`config.mk`:
```
export PLATFORM = sky130hd
export DESIGN_NAME = queued_servo_move_sequencer
export DESIGN_NICKNAME = d
export VERILOG_FILES = /design/src/rtl/qsms_pkg.sv /design/src/rtl/qsms_ram.sv /design/src/rtl/queued_servo_move_sequencer.sv
export SDC_FILE = /design/constraint.sdc
export NUM_CORES = 1
export LEC_CHECK = 0
export BUFFER_PORTS_ARGS = -buffer_cell sky130_fd_sc_hd__buf_2
export CORE_MARGIN = 2
export CORE_UTILIZATION = 36
export DETAILED_ROUTE_END_ITERATION = 12
export PLACE_DENSITY = 0.59
export SLEW_MARGIN = 10
export SYNTH_ARGS = -nofsm -noshare
export SYNTH_HDL_FRONTEND = slang
export SYNTH_HIERARCHICAL = 1
export SYNTH_SLANG_ARGS = --single-unit
```
`constraint.sdc`:
```
create_clock -name i_clk -period 4.9 [get_ports i_clk]
set_input_delay 0.98 -clock i_clk [delete_from_list [all_inputs] [get_ports i_clk]]
set_output_delay 0.98 -clock i_clk [all_outputs]
set_load 0.1 [all_outputs]
```
`src/rtl/qsms_pkg.sv`:
```
// ----------------------------------------------------------------------------
// qsms_pkg: shared types and constants of the servo move sequencer
// Command codes, register indexes, reset values and the sequencer states.
// ----------------------------------------------------------------------------
`default_nettype none

package qsms_pkg;

    localparam int unsigned QUEUE_DEPTH_DEF = 16;

    localparam int unsigned POS_W     = 9;
    localparam int unsigned MOVE_W    = POS_W + 1;  // kind bit above the target
    localparam int unsigned CMD_W     = 4;
    localparam int unsigned CFG_IDX_W = 2;

    // command codes
    localparam logic [CMD_W-1:0] CMD_TICK        = 4'd0;
    localparam logic [CMD_W-1:0] CMD_QUEUE_LIFT  = 4'd1;
    localparam logic [CMD_W-1:0] CMD_QUEUE_CLAMP = 4'd2;
    localparam logic [CMD_W-1:0] CMD_LOAD        = 4'd3;
    localparam logic [CMD_W-1:0] CMD_UNLOAD      = 4'd4;
    localparam logic [CMD_W-1:0] CMD_STACK       = 4'd5;
    localparam logic [CMD_W-1:0] CMD_PAUSE       = 4'd6;
    localparam logic [CMD_W-1:0] CMD_UNPAUSE     = 4'd7;
    localparam logic [CMD_W-1:0] CMD_CLEAR       = 4'd8;
    localparam logic [CMD_W-1:0] CMD_HOME        = 4'd9;

    // configuration register indexes
    localparam logic [CFG_IDX_W-1:0] REG_LIFT_DOWN   = 2'd0;
    localparam logic [CFG_IDX_W-1:0] REG_LIFT_UP     = 2'd1;
    localparam logic [CFG_IDX_W-1:0] REG_CLAMP_OPEN  = 2'd2;
    localparam logic [CFG_IDX_W-1:0] REG_CLAMP_CLOSE = 2'd3;

    localparam logic [POS_W-1:0] RST_LIFT_DOWN   = 9'd0;
    localparam logic [POS_W-1:0] RST_LIFT_UP     = 9'd180;
    localparam logic [POS_W-1:0] RST_CLAMP_OPEN  = 9'd180;
    localparam logic [POS_W-1:0] RST_CLAMP_CLOSE = 9'd90;

    localparam logic [POS_W-1:0] MIRROR_SUM = 9'd300;

    localparam logic KIND_LIFT  = 1'b0;
    localparam logic KIND_CLAMP = 1'b1;

    typedef enum logic [2:0] {
        ST_IDLE,
        ST_LIFT,
        ST_CLAMP,
        ST_PUSH,
        ST_RESULT
    } t_state;

endpackage

`default_nettype wire

```
`src/rtl/qsms_ram.sv`:
```
// ----------------------------------------------------------------------------
// qsms_ram: generic single-clock RAM
// One write port, one read port, read data registered.
// ----------------------------------------------------------------------------
`default_nettype none

module qsms_ram #(
    parameter int unsigned P_WIDTH = qsms_pkg::MOVE_W,
    parameter int unsigned P_DEPTH = qsms_pkg::QUEUE_DEPTH_DEF
) (
    input  wire logic                       i_clk,
    input  wire logic                       i_wr_en,
    input  wire logic [$clog2(P_DEPTH)-1:0] i_wr_addr,
    input  wire logic [P_WIDTH-1:0]         i_wr_data,
    input  wire logic [$clog2(P_DEPTH)-1:0] i_rd_addr,
    output logic      [P_WIDTH-1:0]         o_rd_data
);

    logic [P_WIDTH-1:0] r_mem [P_DEPTH];
    logic [P_WIDTH-1:0] r_rd_data;

    always_ff @(posedge i_clk) begin
        if (i_wr_en) begin
            r_mem[i_wr_addr] <= i_wr_data;
        end
        r_rd_data <= r_mem[i_rd_addr];
    end

    assign o_rd_data = r_rd_data;

endmodule

`default_nettype wire

```
`src/rtl/queued_servo_move_sequencer.sv`:
```
// ----------------------------------------------------------------------------
// queued_servo_move_sequencer: queued lift / clamp servo move sequencer
// Move queue held in a RAM; a small sequencer queues moves and steps the
// servo positions on ticks, one result per command.
// ----------------------------------------------------------------------------
//  channel | direction | handshake                   | payload
//  --------+-----------+-----------------------------+-----------------------------
//  in      | sink      | i_in_valid / o_in_ready     | i_command, i_target
//  out     | source    | o_out_valid / i_out_ready   | o_lift_position, o_clamp_position,
//          |           |                             | o_clamp_mirror_position,
//          |           |                             | o_busy_res, o_dropped
//  cfg     | sink      | i_cfg_valid / o_cfg_ready   | i_cfg_index, i_cfg_data
//
//  One command at a time. Tick: IDLE, LIFT, optional CLAMP, RESULT (one RAM read
//  for the head move, a second when a finished lift move leaves more moves queued);
//  a paused tick or one on an empty queue goes straight to RESULT. Queue, load,
//  unload, stack: one PUSH step per move queued (one RAM write port). Pause,
//  unpause, clear, home: straight to RESULT. The output register lets a new
//  command in while a result waits; a stalled output holds the next result back
//  in RESULT. Reset is synchronous; the RAM needs no clearing pass.
// ----------------------------------------------------------------------------
`default_nettype none

module queued_servo_move_sequencer #(
    parameter int unsigned QUEUE_DEPTH = qsms_pkg::QUEUE_DEPTH_DEF
) (
    input  wire logic                           i_clk,
    input  wire logic                           i_rst_n,

    input  wire logic                           i_in_valid,
    output logic                                o_in_ready,
    input  wire logic [qsms_pkg::CMD_W-1:0]     i_command,
    input  wire logic [qsms_pkg::POS_W-1:0]     i_target,

    output logic                                o_out_valid,
    input  wire logic                           i_out_ready,
    output logic      [qsms_pkg::POS_W-1:0]     o_lift_position,
    output logic      [qsms_pkg::POS_W-1:0]     o_clamp_position,
    output logic      [qsms_pkg::POS_W-1:0]     o_clamp_mirror_position,
    output logic                                o_busy_res,
    output logic                                o_dropped,

    input  wire logic                           i_cfg_valid,
    output logic                                o_cfg_ready,
    input  wire logic [qsms_pkg::CFG_IDX_W-1:0] i_cfg_index,
    input  wire logic [qsms_pkg::POS_W-1:0]     i_cfg_data
);

    localparam int unsigned AW = $clog2(QUEUE_DEPTH);
    localparam int unsigned CW = $clog2(QUEUE_DEPTH + 1);
    localparam int unsigned PW = qsms_pkg::POS_W;

    qsms_pkg::t_state r_state, n_state;

    logic [qsms_pkg::CMD_W-1:0] r_cmd,    n_cmd;
    logic [PW-1:0]              r_target, n_target;
    logic [1:0]                 r_step,   n_step;
    logic [AW-1:0]              r_head,   n_head;
    logic [CW-1:0]              r_count,  n_count;
    logic [PW-1:0]              r_lift,   n_lift;
    logic [PW-1:0]              r_clamp,  n_clamp;
    logic                       r_paused, n_paused;
    logic                       r_drop,   n_drop;

    logic [PW-1:0] r_lift_down, r_lift_up, r_clamp_open, r_clamp_close;

    logic          r_out_valid;
    logic [PW-1:0] r_out_lift, r_out_clamp, r_out_mirror;
    logic          r_out_busy, r_out_drop;

    logic                        w_in_acc;
    logic                        w_out_load;
    logic [AW-1:0]               w_head_inc;
    logic [CW:0]                 w_wr_sum;
    logic [AW-1:0]               w_wr_addr;
    logic                        w_wr_en;
    logic                        w_full;
    logic [AW-1:0]               w_rd_addr;
    logic [qsms_pkg::MOVE_W-1:0] w_rd_data;
    logic                        w_rd_kind;
    logic [PW-1:0]               w_rd_pos;
    logic [PW-1:0]               w_lift_next, w_clamp_next;
    logic                        w_push_kind;
    logic [PW-1:0]               w_push_pos;
    logic                        w_push_last;
    logic [PW-1:0]               w_close_m1;
    logic [PW-1:0]               w_mirror;

    function automatic logic [PW-1:0] f_step(input logic [PW-1:0] pos,
                                             input logic [PW-1:0] goal);
        logic [PW-1:0] res;
        if (pos < goal) begin
            res = pos + 1'b1;
        end else if (pos > goal) begin
            res = pos - 1'b1;
        end else begin
            res = pos;
        end
        return res;
    endfunction

    // ------------------------------------------------------------------------
    // move queue storage
    // ------------------------------------------------------------------------
    qsms_ram #(
        .P_WIDTH (qsms_pkg::MOVE_W),
        .P_DEPTH (QUEUE_DEPTH)
    ) u_queue (
        .i_clk     (i_clk),
        .i_wr_en   (w_wr_en),
        .i_wr_addr (w_wr_addr),
        .i_wr_data ({w_push_kind, w_push_pos}),
        .i_rd_addr (w_rd_addr),
        .o_rd_data (w_rd_data)
    );

    assign o_in_ready  = (r_state == qsms_pkg::ST_IDLE);
    assign o_cfg_ready = 1'b1;
    assign w_in_acc    = i_in_valid && o_in_ready;
    assign w_out_load  = (r_state == qsms_pkg::ST_RESULT) && (!r_out_valid || i_out_ready);

    assign w_head_inc = (r_head == AW'(QUEUE_DEPTH - 1)) ? '0 : r_head + 1'b1;
    assign w_wr_sum   = (CW+1)'(r_head) + (CW+1)'(r_count);
    assign w_wr_addr  = (w_wr_sum >= (CW+1)'(QUEUE_DEPTH))
                      ? AW'(w_wr_sum - (CW+1)'(QUEUE_DEPTH)) : AW'(w_wr_sum);
    assign w_full     = (r_count == CW'(QUEUE_DEPTH));

    // second read of a tick looks past the lift move just retired
    assign w_rd_addr  = (r_state == qsms_pkg::ST_LIFT) ? w_head_inc : r_head;
    assign w_rd_kind  = w_rd_data[PW];
    assign w_rd_pos   = w_rd_data[PW-1:0];

    assign w_lift_next  = f_step(r_lift, w_rd_pos);
    assign w_clamp_next = f_step(r_clamp, w_rd_pos);

    assign w_close_m1 = (r_clamp_close != '0) ? r_clamp_close - 1'b1 : '0;
    assign w_mirror   = (r_clamp <= qsms_pkg::MIRROR_SUM) ? qsms_pkg::MIRROR_SUM - r_clamp : '0;

    // move to queue on the current push step
    always_comb begin
        w_push_kind = qsms_pkg::KIND_LIFT;
        w_push_pos  = r_lift_down;
        w_push_last = 1'b1;
        case (r_cmd)
            qsms_pkg::CMD_QUEUE_LIFT: begin
                w_push_pos = r_target;
            end
            qsms_pkg::CMD_QUEUE_CLAMP: begin
                w_push_kind = qsms_pkg::KIND_CLAMP;
                w_push_pos  = r_target;
            end
            qsms_pkg::CMD_LOAD, qsms_pkg::CMD_UNLOAD: begin
                case (r_step)
                    2'd0: begin
                        w_push_last = 1'b0;
                    end
                    2'd1: begin
                        w_push_kind = qsms_pkg::KIND_CLAMP;
                        w_push_pos  = (r_cmd == qsms_pkg::CMD_LOAD) ? r_clamp_close
                                                                    : r_clamp_open;
                        w_push_last = 1'b0;
                    end
                    default: begin
                        w_push_pos = r_lift_up;
                    end
                endcase
            end
            qsms_pkg::CMD_STACK: begin
                case (r_step)
                    2'd0: begin
                        w_push_last = 1'b0;
                    end
                    2'd1: begin
                        w_push_kind = qsms_pkg::KIND_CLAMP;
                        w_push_pos  = w_close_m1;
                        w_push_last = 1'b0;
                    end
                    2'd2: begin
                        w_push_kind = qsms_pkg::KIND_CLAMP;
                        w_push_pos  = r_clamp_close;
                        w_push_last = 1'b0;
                    end
                    default: begin
                        w_push_pos = r_lift_up;
                    end
                endcase
            end
            default: begin
            end
        endcase
    end

    // ------------------------------------------------------------------------
    // next state
    // ------------------------------------------------------------------------
    always_comb begin
        n_state = r_state;
        case (r_state)
            qsms_pkg::ST_IDLE: begin
                if (w_in_acc) begin
                    if (i_command == qsms_pkg::CMD_TICK) begin
                        n_state = (r_paused || r_count == '0) ? qsms_pkg::ST_RESULT
                                                              : qsms_pkg::ST_LIFT;
                    end else if (i_command inside {qsms_pkg::CMD_QUEUE_LIFT,
                                                   qsms_pkg::CMD_QUEUE_CLAMP,
                                                   qsms_pkg::CMD_LOAD,
                                                   qsms_pkg::CMD_UNLOAD,
                                                   qsms_pkg::CMD_STACK}) begin
                        n_state = qsms_pkg::ST_PUSH;
                    end else begin
                        n_state = qsms_pkg::ST_RESULT;
                    end
                end
            end
            qsms_pkg::ST_LIFT: begin
                if (w_rd_kind == qsms_pkg::KIND_LIFT && w_lift_next == w_rd_pos
                    && r_count != CW'(1)) begin
                    n_state = qsms_pkg::ST_CLAMP;
                end else begin
                    n_state = qsms_pkg::ST_RESULT;
                end
            end
            qsms_pkg::ST_CLAMP: begin
                n_state = qsms_pkg::ST_RESULT;
            end
            qsms_pkg::ST_PUSH: begin
                if (w_push_last) begin
                    n_state = qsms_pkg::ST_RESULT;
                end
            end
            qsms_pkg::ST_RESULT: begin
                if (w_out_load) begin
                    n_state = qsms_pkg::ST_IDLE;
                end
            end
            default: begin
                n_state = qsms_pkg::ST_IDLE;
            end
        endcase
    end

    // ------------------------------------------------------------------------
    // datapath next values and queue writes
    // ------------------------------------------------------------------------
    always_comb begin
        n_cmd    = r_cmd;
        n_target = r_target;
        n_step   = r_step;
        n_head   = r_head;
        n_count  = r_count;
        n_lift   = r_lift;
        n_clamp  = r_clamp;
        n_paused = r_paused;
        n_drop   = r_drop;
        w_wr_en  = 1'b0;
        case (r_state)
            qsms_pkg::ST_IDLE: begin
                if (w_in_acc) begin
                    n_cmd    = i_command;
                    n_target = i_target;
                    n_step   = '0;
                    n_drop   = 1'b0;
                    case (i_command)
                        qsms_pkg::CMD_PAUSE:   n_paused = 1'b1;
                        qsms_pkg::CMD_UNPAUSE: n_paused = 1'b0;
                        qsms_pkg::CMD_CLEAR: begin
                            n_head  = '0;
                            n_count = '0;
                        end
                        qsms_pkg::CMD_HOME: begin
                            n_lift  = r_lift_down;
                            n_clamp = r_clamp_close;
                        end
                        default: begin
                        end
                    endcase
                end
            end
            qsms_pkg::ST_LIFT: begin
                if (w_rd_kind == qsms_pkg::KIND_LIFT) begin
                    n_lift = w_lift_next;
                    if (w_lift_next == w_rd_pos) begin
                        n_head  = w_head_inc;
                        n_count = r_count - 1'b1;
                    end
                end else begin
                    // clamp move already at the head
                    n_clamp = w_clamp_next;
                    if (w_clamp_next == w_rd_pos) begin
                        n_head  = w_head_inc;
                        n_count = r_count - 1'b1;
                    end
                end
            end
            qsms_pkg::ST_CLAMP: begin
                if (w_rd_kind == qsms_pkg::KIND_CLAMP) begin
                    n_clamp = w_clamp_next;
                    if (w_clamp_next == w_rd_pos) begin
                        n_head  = w_head_inc;
                        n_count = r_count - 1'b1;
                    end
                end
            end
            qsms_pkg::ST_PUSH: begin
                n_step = r_step + 1'b1;
                if (w_full) begin
                    n_drop = 1'b1;
                end else begin
                    w_wr_en = 1'b1;
                    n_count = r_count + 1'b1;
                end
            end
            default: begin
            end
        endcase
    end

    always_ff @(posedge i_clk) begin
        if (!i_rst_n) begin
            r_state  <= qsms_pkg::ST_IDLE;
            r_head   <= '0;
            r_count  <= '0;
            r_lift   <= '0;
            r_clamp  <= '0;
            r_paused <= 1'b0;
            r_drop   <= 1'b0;
        end else begin
            r_state  <= n_state;
            r_head   <= n_head;
            r_count  <= n_count;
            r_lift   <= n_lift;
            r_clamp  <= n_clamp;
            r_paused <= n_paused;
            r_drop   <= n_drop;
        end
    end

    always_ff @(posedge i_clk) begin
        r_cmd    <= n_cmd;
        r_target <= n_target;
        r_step   <= n_step;
    end

    // configuration registers
    always_ff @(posedge i_clk) begin
        if (!i_rst_n) begin
            r_lift_down   <= qsms_pkg::RST_LIFT_DOWN;
            r_lift_up     <= qsms_pkg::RST_LIFT_UP;
            r_clamp_open  <= qsms_pkg::RST_CLAMP_OPEN;
            r_clamp_close <= qsms_pkg::RST_CLAMP_CLOSE;
        end else if (i_cfg_valid && o_cfg_ready) begin
            case (i_cfg_index)
                qsms_pkg::REG_LIFT_DOWN:   r_lift_down   <= i_cfg_data;
                qsms_pkg::REG_LIFT_UP:     r_lift_up     <= i_cfg_data;
                qsms_pkg::REG_CLAMP_OPEN:  r_clamp_open  <= i_cfg_data;
                qsms_pkg::REG_CLAMP_CLOSE: r_clamp_close <= i_cfg_data;
                default: begin
                end
            endcase
        end
    end

    // output register
    always_ff @(posedge i_clk) begin
        if (!i_rst_n) begin
            r_out_valid <= 1'b0;
        end else if (w_out_load) begin
            r_out_valid <= 1'b1;
        end else if (i_out_ready) begin
            r_out_valid <= 1'b0;
        end
    end

    always_ff @(posedge i_clk) begin
        if (w_out_load) begin
            r_out_lift   <= r_lift;
            r_out_clamp  <= r_clamp;
            r_out_mirror <= w_mirror;
            r_out_busy   <= (r_count != '0);
            r_out_drop   <= r_drop;
        end
    end

    assign o_out_valid             = r_out_valid;
    assign o_lift_position         = r_out_lift;
    assign o_clamp_position        = r_out_clamp;
    assign o_clamp_mirror_position = r_out_mirror;
    assign o_busy_res              = r_out_busy;
    assign o_dropped               = r_out_drop;

    // ------------------------------------------------------------------------
    // assertions
    // ------------------------------------------------------------------------
    a_count_bound: assert property (@(posedge i_clk) disable iff (!i_rst_n)
        r_count <= CW'(QUEUE_DEPTH) && r_head <= AW'(QUEUE_DEPTH - 1))
        else $error("queue count or head out of range");

    a_paused_tick: assert property (@(posedge i_clk) disable iff (!i_rst_n)
        (w_in_acc && i_command == qsms_pkg::CMD_TICK && r_paused)
        |=> ($stable(r_count) && $stable(r_head) && r_state == qsms_pkg::ST_RESULT))
        else $error("paused tick disturbed the queue");

    a_clear: assert property (@(posedge i_clk) disable iff (!i_rst_n)
        (w_in_acc && i_command == qsms_pkg::CMD_CLEAR) |=> (r_count == '0))
        else $error("clear left moves queued");

    a_drop_src: assert property (@(posedge i_clk) disable iff (!i_rst_n)
        (r_state == qsms_pkg::ST_RESULT && r_drop)
        |-> (r_cmd == qsms_pkg::CMD_QUEUE_LIFT || r_cmd == qsms_pkg::CMD_QUEUE_CLAMP
             || r_cmd == qsms_pkg::CMD_LOAD || r_cmd == qsms_pkg::CMD_UNLOAD
             || r_cmd == qsms_pkg::CMD_STACK))
        else $error("drop flagged on a command that queues nothing");

    a_no_write_full: assert property (@(posedge i_clk) disable iff (!i_rst_n)
        w_wr_en |-> (!w_full && r_state == qsms_pkg::ST_PUSH))
        else $error("queue written while full");

endmodule

`default_nettype wire
```
* Word level (Yosys, flattened, before mapping) *
Memory sizes are Yosys's and may differ from the RTL's. A register that Yosys moved wholly into a read port is not among the register bits.
Index checks and enable logic that the tools add are counted.

cells by class
  add/sub/neg operators = 12
  order comparisons = 6
  equal/unequal tests = 39
  mux-type cells = 61
  bitwise logic cells = 1
  reduce and logical (&&, ||, !) cells = 41

operators with widths
  kind                   number
  $mux W9                12
  $pmux W9 S2            3
  $pmux W9 S3            2
  $mux W4                9
  $mux W5                7
  $sub A9 B1 Y9 const B  3
  $eq A4 B3 Y1 const B   6
  $mux W3                7
  $pmux W5 S4            1
  $add A9 B1 Y9 const B  2
  $eq A9 B9 Y1           2
  $gt A9 B9 Y1           2
  $lt A9 B9 Y1           2
  $eq A4 B2 Y1 const B   4
  $pmux W3 S5            1
  $eq A4 B4 Y1 const B   3
  $mux W1                12
  $pmux W4 S3            1
  $reduce_and A2 Y1      6
  $ne A2 B1 Y1 const B   5
  $ne A2 B2 Y1 const B   5
  $reduce_bool A2 Y1     5
  $reduce_bool A5 Y1     2
  $reduce_or A2 Y1       5
  38 further kinds       53

word-level totals
  register bits after elaboration = 113
  bits in writable memories = 160
  bits of input ports = 29
  output and inout bits = 32
  word-level logic and storage cells = 181
  memories = 1

memory list
  name           words  width  rd ports  clocked after memory_dff  wr ports  RTL line        source
  u_queue.r_mem  16     10     1         1                         1         qsms_ram.sv:19  logic [P_WIDTH-1:0] r_mem [P_DEPTH];

* Longest topological paths before layout *
  word-level depth = 8
  gate-level depth with buffers = 15
  gate-level depth less buffers = 12

* Modules after synthesis *
Netlist, hierarchy kept.

modules (own cells, without submodules)
  module                       instances  cells an instance  area each (um2)  seq. area each (um2)
  queued_servo_move_sequencer  1          963                7,797.5          2,702.6
  qsms_ram                     1          279                6,353.6          5,004.8

* Worst setup path before layout *
Ideal clock, no wire load.

  kind = register -> register
  start = register u_queue.r_rd_data[3] (netlist: u_queue/o_rd_data[3]), read port of u_queue.r_mem
  end = register r_count[1]
  setup time = 0.129 ns
  arrival = 3.332 ns
  data required time = 4.771 ns
  path slack = 1.440 ns
  stages on the path, launching flop included = 15
  path buffers = 2
  period minus slack after synthesis = 3.460 ns
  path through = dfxtp_1 clkbuf_1 inv_1 ha_1 and4_1 and3b_4 a2111oi_4 buf_4 o211ai_1 o41ai_1 o21ai_1 or4_4 a21oi_4 a21boi_1 o31ai_1

on the way
  cells in the longest elaborated chain, start to end = 7
  elaborated cells on any way between the ends = 16
  classes of those cells = 4 x order compare; 3 x eq/ne; 8 x mux; 1 x reduce/logical

ends and longest elaborated chain
  element                            RTL line                                                                source
  from (decl)                        qsms_ram.sv:20                                                          logic [P_WIDTH-1:0] r_rd_data;
  $gt A9 B9 Y1                       queued_servo_move_sequencer.sv:94                                       end else if (pos > goal) begin
  $mux W9                            queued_servo_move_sequencer.sv:94
  $mux W9                            queued_servo_move_sequencer.sv:92                                       if (pos < goal) begin
  $eq A9 B9 Y1                       queued_servo_move_sequencer.sv:289, queued_servo_move_sequencer.sv:298
  $mux W5                            --
  $mux W5, on equally long branches  --
  $pmux W5 S4                        --
  to (signal assigned)               queued_servo_move_sequencer.sv:330                                      r_count <= n_count;
  to (decl)                          queued_servo_move_sequencer.sv:59                                       logic [CW-1:0] r_count, n_count;

Several ways; a longest one is shown, not always the timed one. The select of a mux whose other input is x is not followed.
A chain may end at the register's enable or synchronous reset.

* Worst setup path in the final report *
  start = register u_queue.r_rd_data[3] (netlist: u_queue/o_rd_data[3]), read port of u_queue.r_mem
  end = register r_head[2]

on the way
  cells in the longest elaborated chain, start to end = 7
  elaborated cells on any way between the ends = 16
  classes of those cells = 4 x order compare; 3 x eq/ne; 8 x mux; 1 x reduce/logical

ends and longest elaborated chain
  element                            RTL line                                                                source
  $gt A9 B9 Y1                       queued_servo_move_sequencer.sv:94
  $mux W9                            queued_servo_move_sequencer.sv:94
  $mux W9                            queued_servo_move_sequencer.sv:92
  $eq A9 B9 Y1                       queued_servo_move_sequencer.sv:289, queued_servo_move_sequencer.sv:298
  $mux W4                            --
  $mux W4, on equally long branches  --
  $pmux W4 S3                        --
  to (signal assigned)               queued_servo_move_sequencer.sv:329                                      r_head <= n_head;
  to (decl)                          queued_servo_move_sequencer.sv:58                                       logic [AW-1:0] r_head, n_head;

Several ways; a longest one is shown, not always the timed one. The select of a mux whose other input is x is not followed.

==> flow_summary.toml <==
[status]
status = "completed"

[floorplan]
ios = 61
die_x_um = 202
die_h_um = 202
start_util_pct = 36.5
row_count = 72
dieArea_um2 = 40900
core-area_um2 = 38700

[cts]
cts.sinks = 283
cts_tree = "done"
cts.repair.resized = 0
cts_buffer_depth = 3
cts_buffers = 31
post_cts_buffers = 0
hold_buffers = 0
htreeDepth = 1
cts-root-buf = "clkbuf_16"
clk_latency_ns = 0.59
cts.clk_slew.worst_paths_ns = 0.06

[run]
drv_cap = 0

[sta]
setup_tns_ns = 0
slew_viol_final = 0
finClkSkew_ns = 0.0229
min_period_ns = 4.17
setup_violations = 0
rsz0062_at_grt = "false"
hold_viol = 0
period_share_pct = 85.0
tightest_slew_ns = 1.17
max_freq_mhz = 240
slew_headroom_pct = 22.0

[cells_and_area]
area_growth_pct = 13.2
drive_above_1_share_pct = 14.5
num_antenna_cells = 0
instances_no_fill = 1830
fin_nets = 1354

[power_and_ir_drop]
vdd_ir_drop_max_uv = 284
p_leak_nw = 5.73
power_density_nw_per_um2 = 359

[synth]
synth_ff_type = "edfxtp_1"
synthArstFlopShare_pct = 0
synth_fp_nets = 1307
syn_inst = 1242
synth.distinct_cells = 86
ys_seq_area_share_pct = 54.5
syn_area_per_cell_um2 = 11.4
synth_area_um2 = 14200
ys_ff_latch = 283
yosysWarnings = 6
synth_edf_count = 204

[min_path]
hold_path_class = "reg2reg"

[global_routing]
grt_max_degree = 38
antenna_found_initial = 0
grt_pass1_vias = 9785
grtUsageTotal_pct = 18.4
grt_first_pass_wirelength_um = 58500
overflow = 0

[detailed_routing]
drcViolationCount = 0
drt_wl_total_um = 38100
vias_per_cell = 5.59
drtAntennaViolNets = 0
vias = 10200
wl_per_cell_um = 20.8
drt_iter0_drc = 904
drt_first_pass_iters = 8

[placement]
hpwl_um = 26300
place_inst = 1774
port_buffers = 59
gp_congestion = 0.945

[critical_path]
cp-start-kind = "flip-flop"
path_max_fanout = 17
setup.worst_path.end_class = "flip-flop"
cp.required_ns = 5.40
crit_arrival_ns = 4.67
worst-setup-path-type = "reg2reg"
==> cell families (layout without fill, tap and decap cells) <==
kind of cell / count (synthesis) / count (layout) / synth area share (%)
simple gates: 409 / 409 / 13.8
compound gates: 290 / 290 / 13.7
flops: 283 / 283 / 54.5
buf+inv: 114 / 184 / 3.50
mux: 67 / 67 / 8.63
xor+xnor: 42 / 42 / 2.65
fa+ha+maj: 36 / 36 / 3.24
other cells: 1 / 1 / 0.0265
==> worst paths after layout <==
check                                                  start                      to  slack, ns  cells past startpoint
worst max-delay path            u_queue/o_rd_data[3]$_DFF_P_  r_head[2]$_SDFFE_PN0P_       0.73                     12
worst min-delay path                     r_drop$_SDFFE_PN0P_     o_dropped$_DFFE_PP_       0.46                      0
worst max register to register  u_queue/o_rd_data[3]$_DFF_P_  r_head[2]$_SDFFE_PN0P_       0.73                     12
worst min register to register           r_drop$_SDFFE_PN0P_     o_dropped$_DFFE_PP_       0.46                      0
==> stage by stage <==
stage | hold WS [ns] | setup slack (ns) | utilization (%) | power, mW | cell area [um2]
floorplan | 0.409 | 1.44 | - | 3.24 | 14200
global placement | 0.439 | 0.870 | 38.7 | 3.43 | 15000
detailed placement | 0.441 | 0.759 | 38.7 | 3.43 | 15000
CTS | 0.459 | 0.734 | 41.3 | 5.80 | 16000
global route | 0.479 | 0.443 | 41.4 | 5.97 | 16000
finish | 0.457 | 0.733 | 41.4 | 5.75 | 16000
==> registers in the layout (all words and copies together), names as in the netlist, 2 cells and up <==
name and cells:
r_step 2, o_lift_position 9, r_lift_down 9, u_queue/r_mem 160, r_head 4, r_clamp_close 9, r_lift 9, r_state 3
r_target 9, r_clamp 9, o_clamp_mirror_position 9, u_queue/o_rd_data 10, r_count 5, r_clamp_open 9, r_lift_up 9, r_cmd 4
o_clamp_position 9
==> layer usage <==
| layer | track usage (%) | wire [um] | vias up |
|---|---|---|---|
| li1 | - | - | 4788 |
| met1 | 25.7 | 16600 | 4993 |
| met2 | 29.6 | 17700 | 386 |
| met3 | 2.61 | 2680 | 70 |
| met4 | 5.84 | 1170 | 0 |
| met5 | 0 | 0 | - |
==> cell usage after synthesis, drive strengths merged (22+ instances only) <==
cell,instances,area share (%)
inv,40,1.1
a21oi,95,3.5
o21ai,52,1.8
edfxtp,204,43
dfxtp,79,11
clkbuf,53,1.4
ha,35,3.1
nor3,35,1.2
a22oi,28,1.5
mux2i,23,1.6
nand3,32,1.1
nand2,136,3.6
nor2,104,2.8
xnor2,22,1.4
mux4,40,6.7
==> area by class of cell <==
class / count / area, um2
Clock buffer: 40 / 862
Clock inverter: 16 / 174
Fill cell: 3701 / 22700
Inverter: 41 / 154
Multi-Input combinational cell: 845 / 5970
Sequential cell: 283 / 7710
Tap cell: 518 / 648
Timing Repair Buffer: 87 / 505
==> cells in the final DEF (no fill, tap or decap), types with 28 or more instances in the layout <==
cell       Yosys  routed
buf_2          3      59
clkbuf_16      0      33
nor3_1        35      35
o21ai_0       42      36
buf_4          5      28
nor2_1       104     104
a21oi_1       93      93
nand2_1      136     135
ha_1          35      35
a22oi_1       28      28
inv_1         40      40
nand3_1       32      32
edfxtp_1     204     204
mux4_2        28      28
dfxtp_1       79      79
==> report_power, final <==
group,internal [mW],leakage [nW],switching [mW],total (mW)
registers,2.66,2.52,0.0617,2.72
clock network,1.40,0.512,0.965,2.37
logic,0.186,2.69,0.483,0.669
total,4.24,5.73,1.51,5.75
==> worst max-delay path, cell delays in order (launching register included) <==
cell       delay, ns
dfxtp_1         0.59
inv_1           0.18
ha_1            0.32
and4_1          0.26
and3b_4         0.22
a2111oi_4       0.72
mux2i_1         0.42
xnor2_1         0.16
o211ai_1        0.10
or4_4           0.50
a21oi_4         0.27
a31oi_1         0.12
a211oi_1        0.21
(Power assumes the default switching activity.)
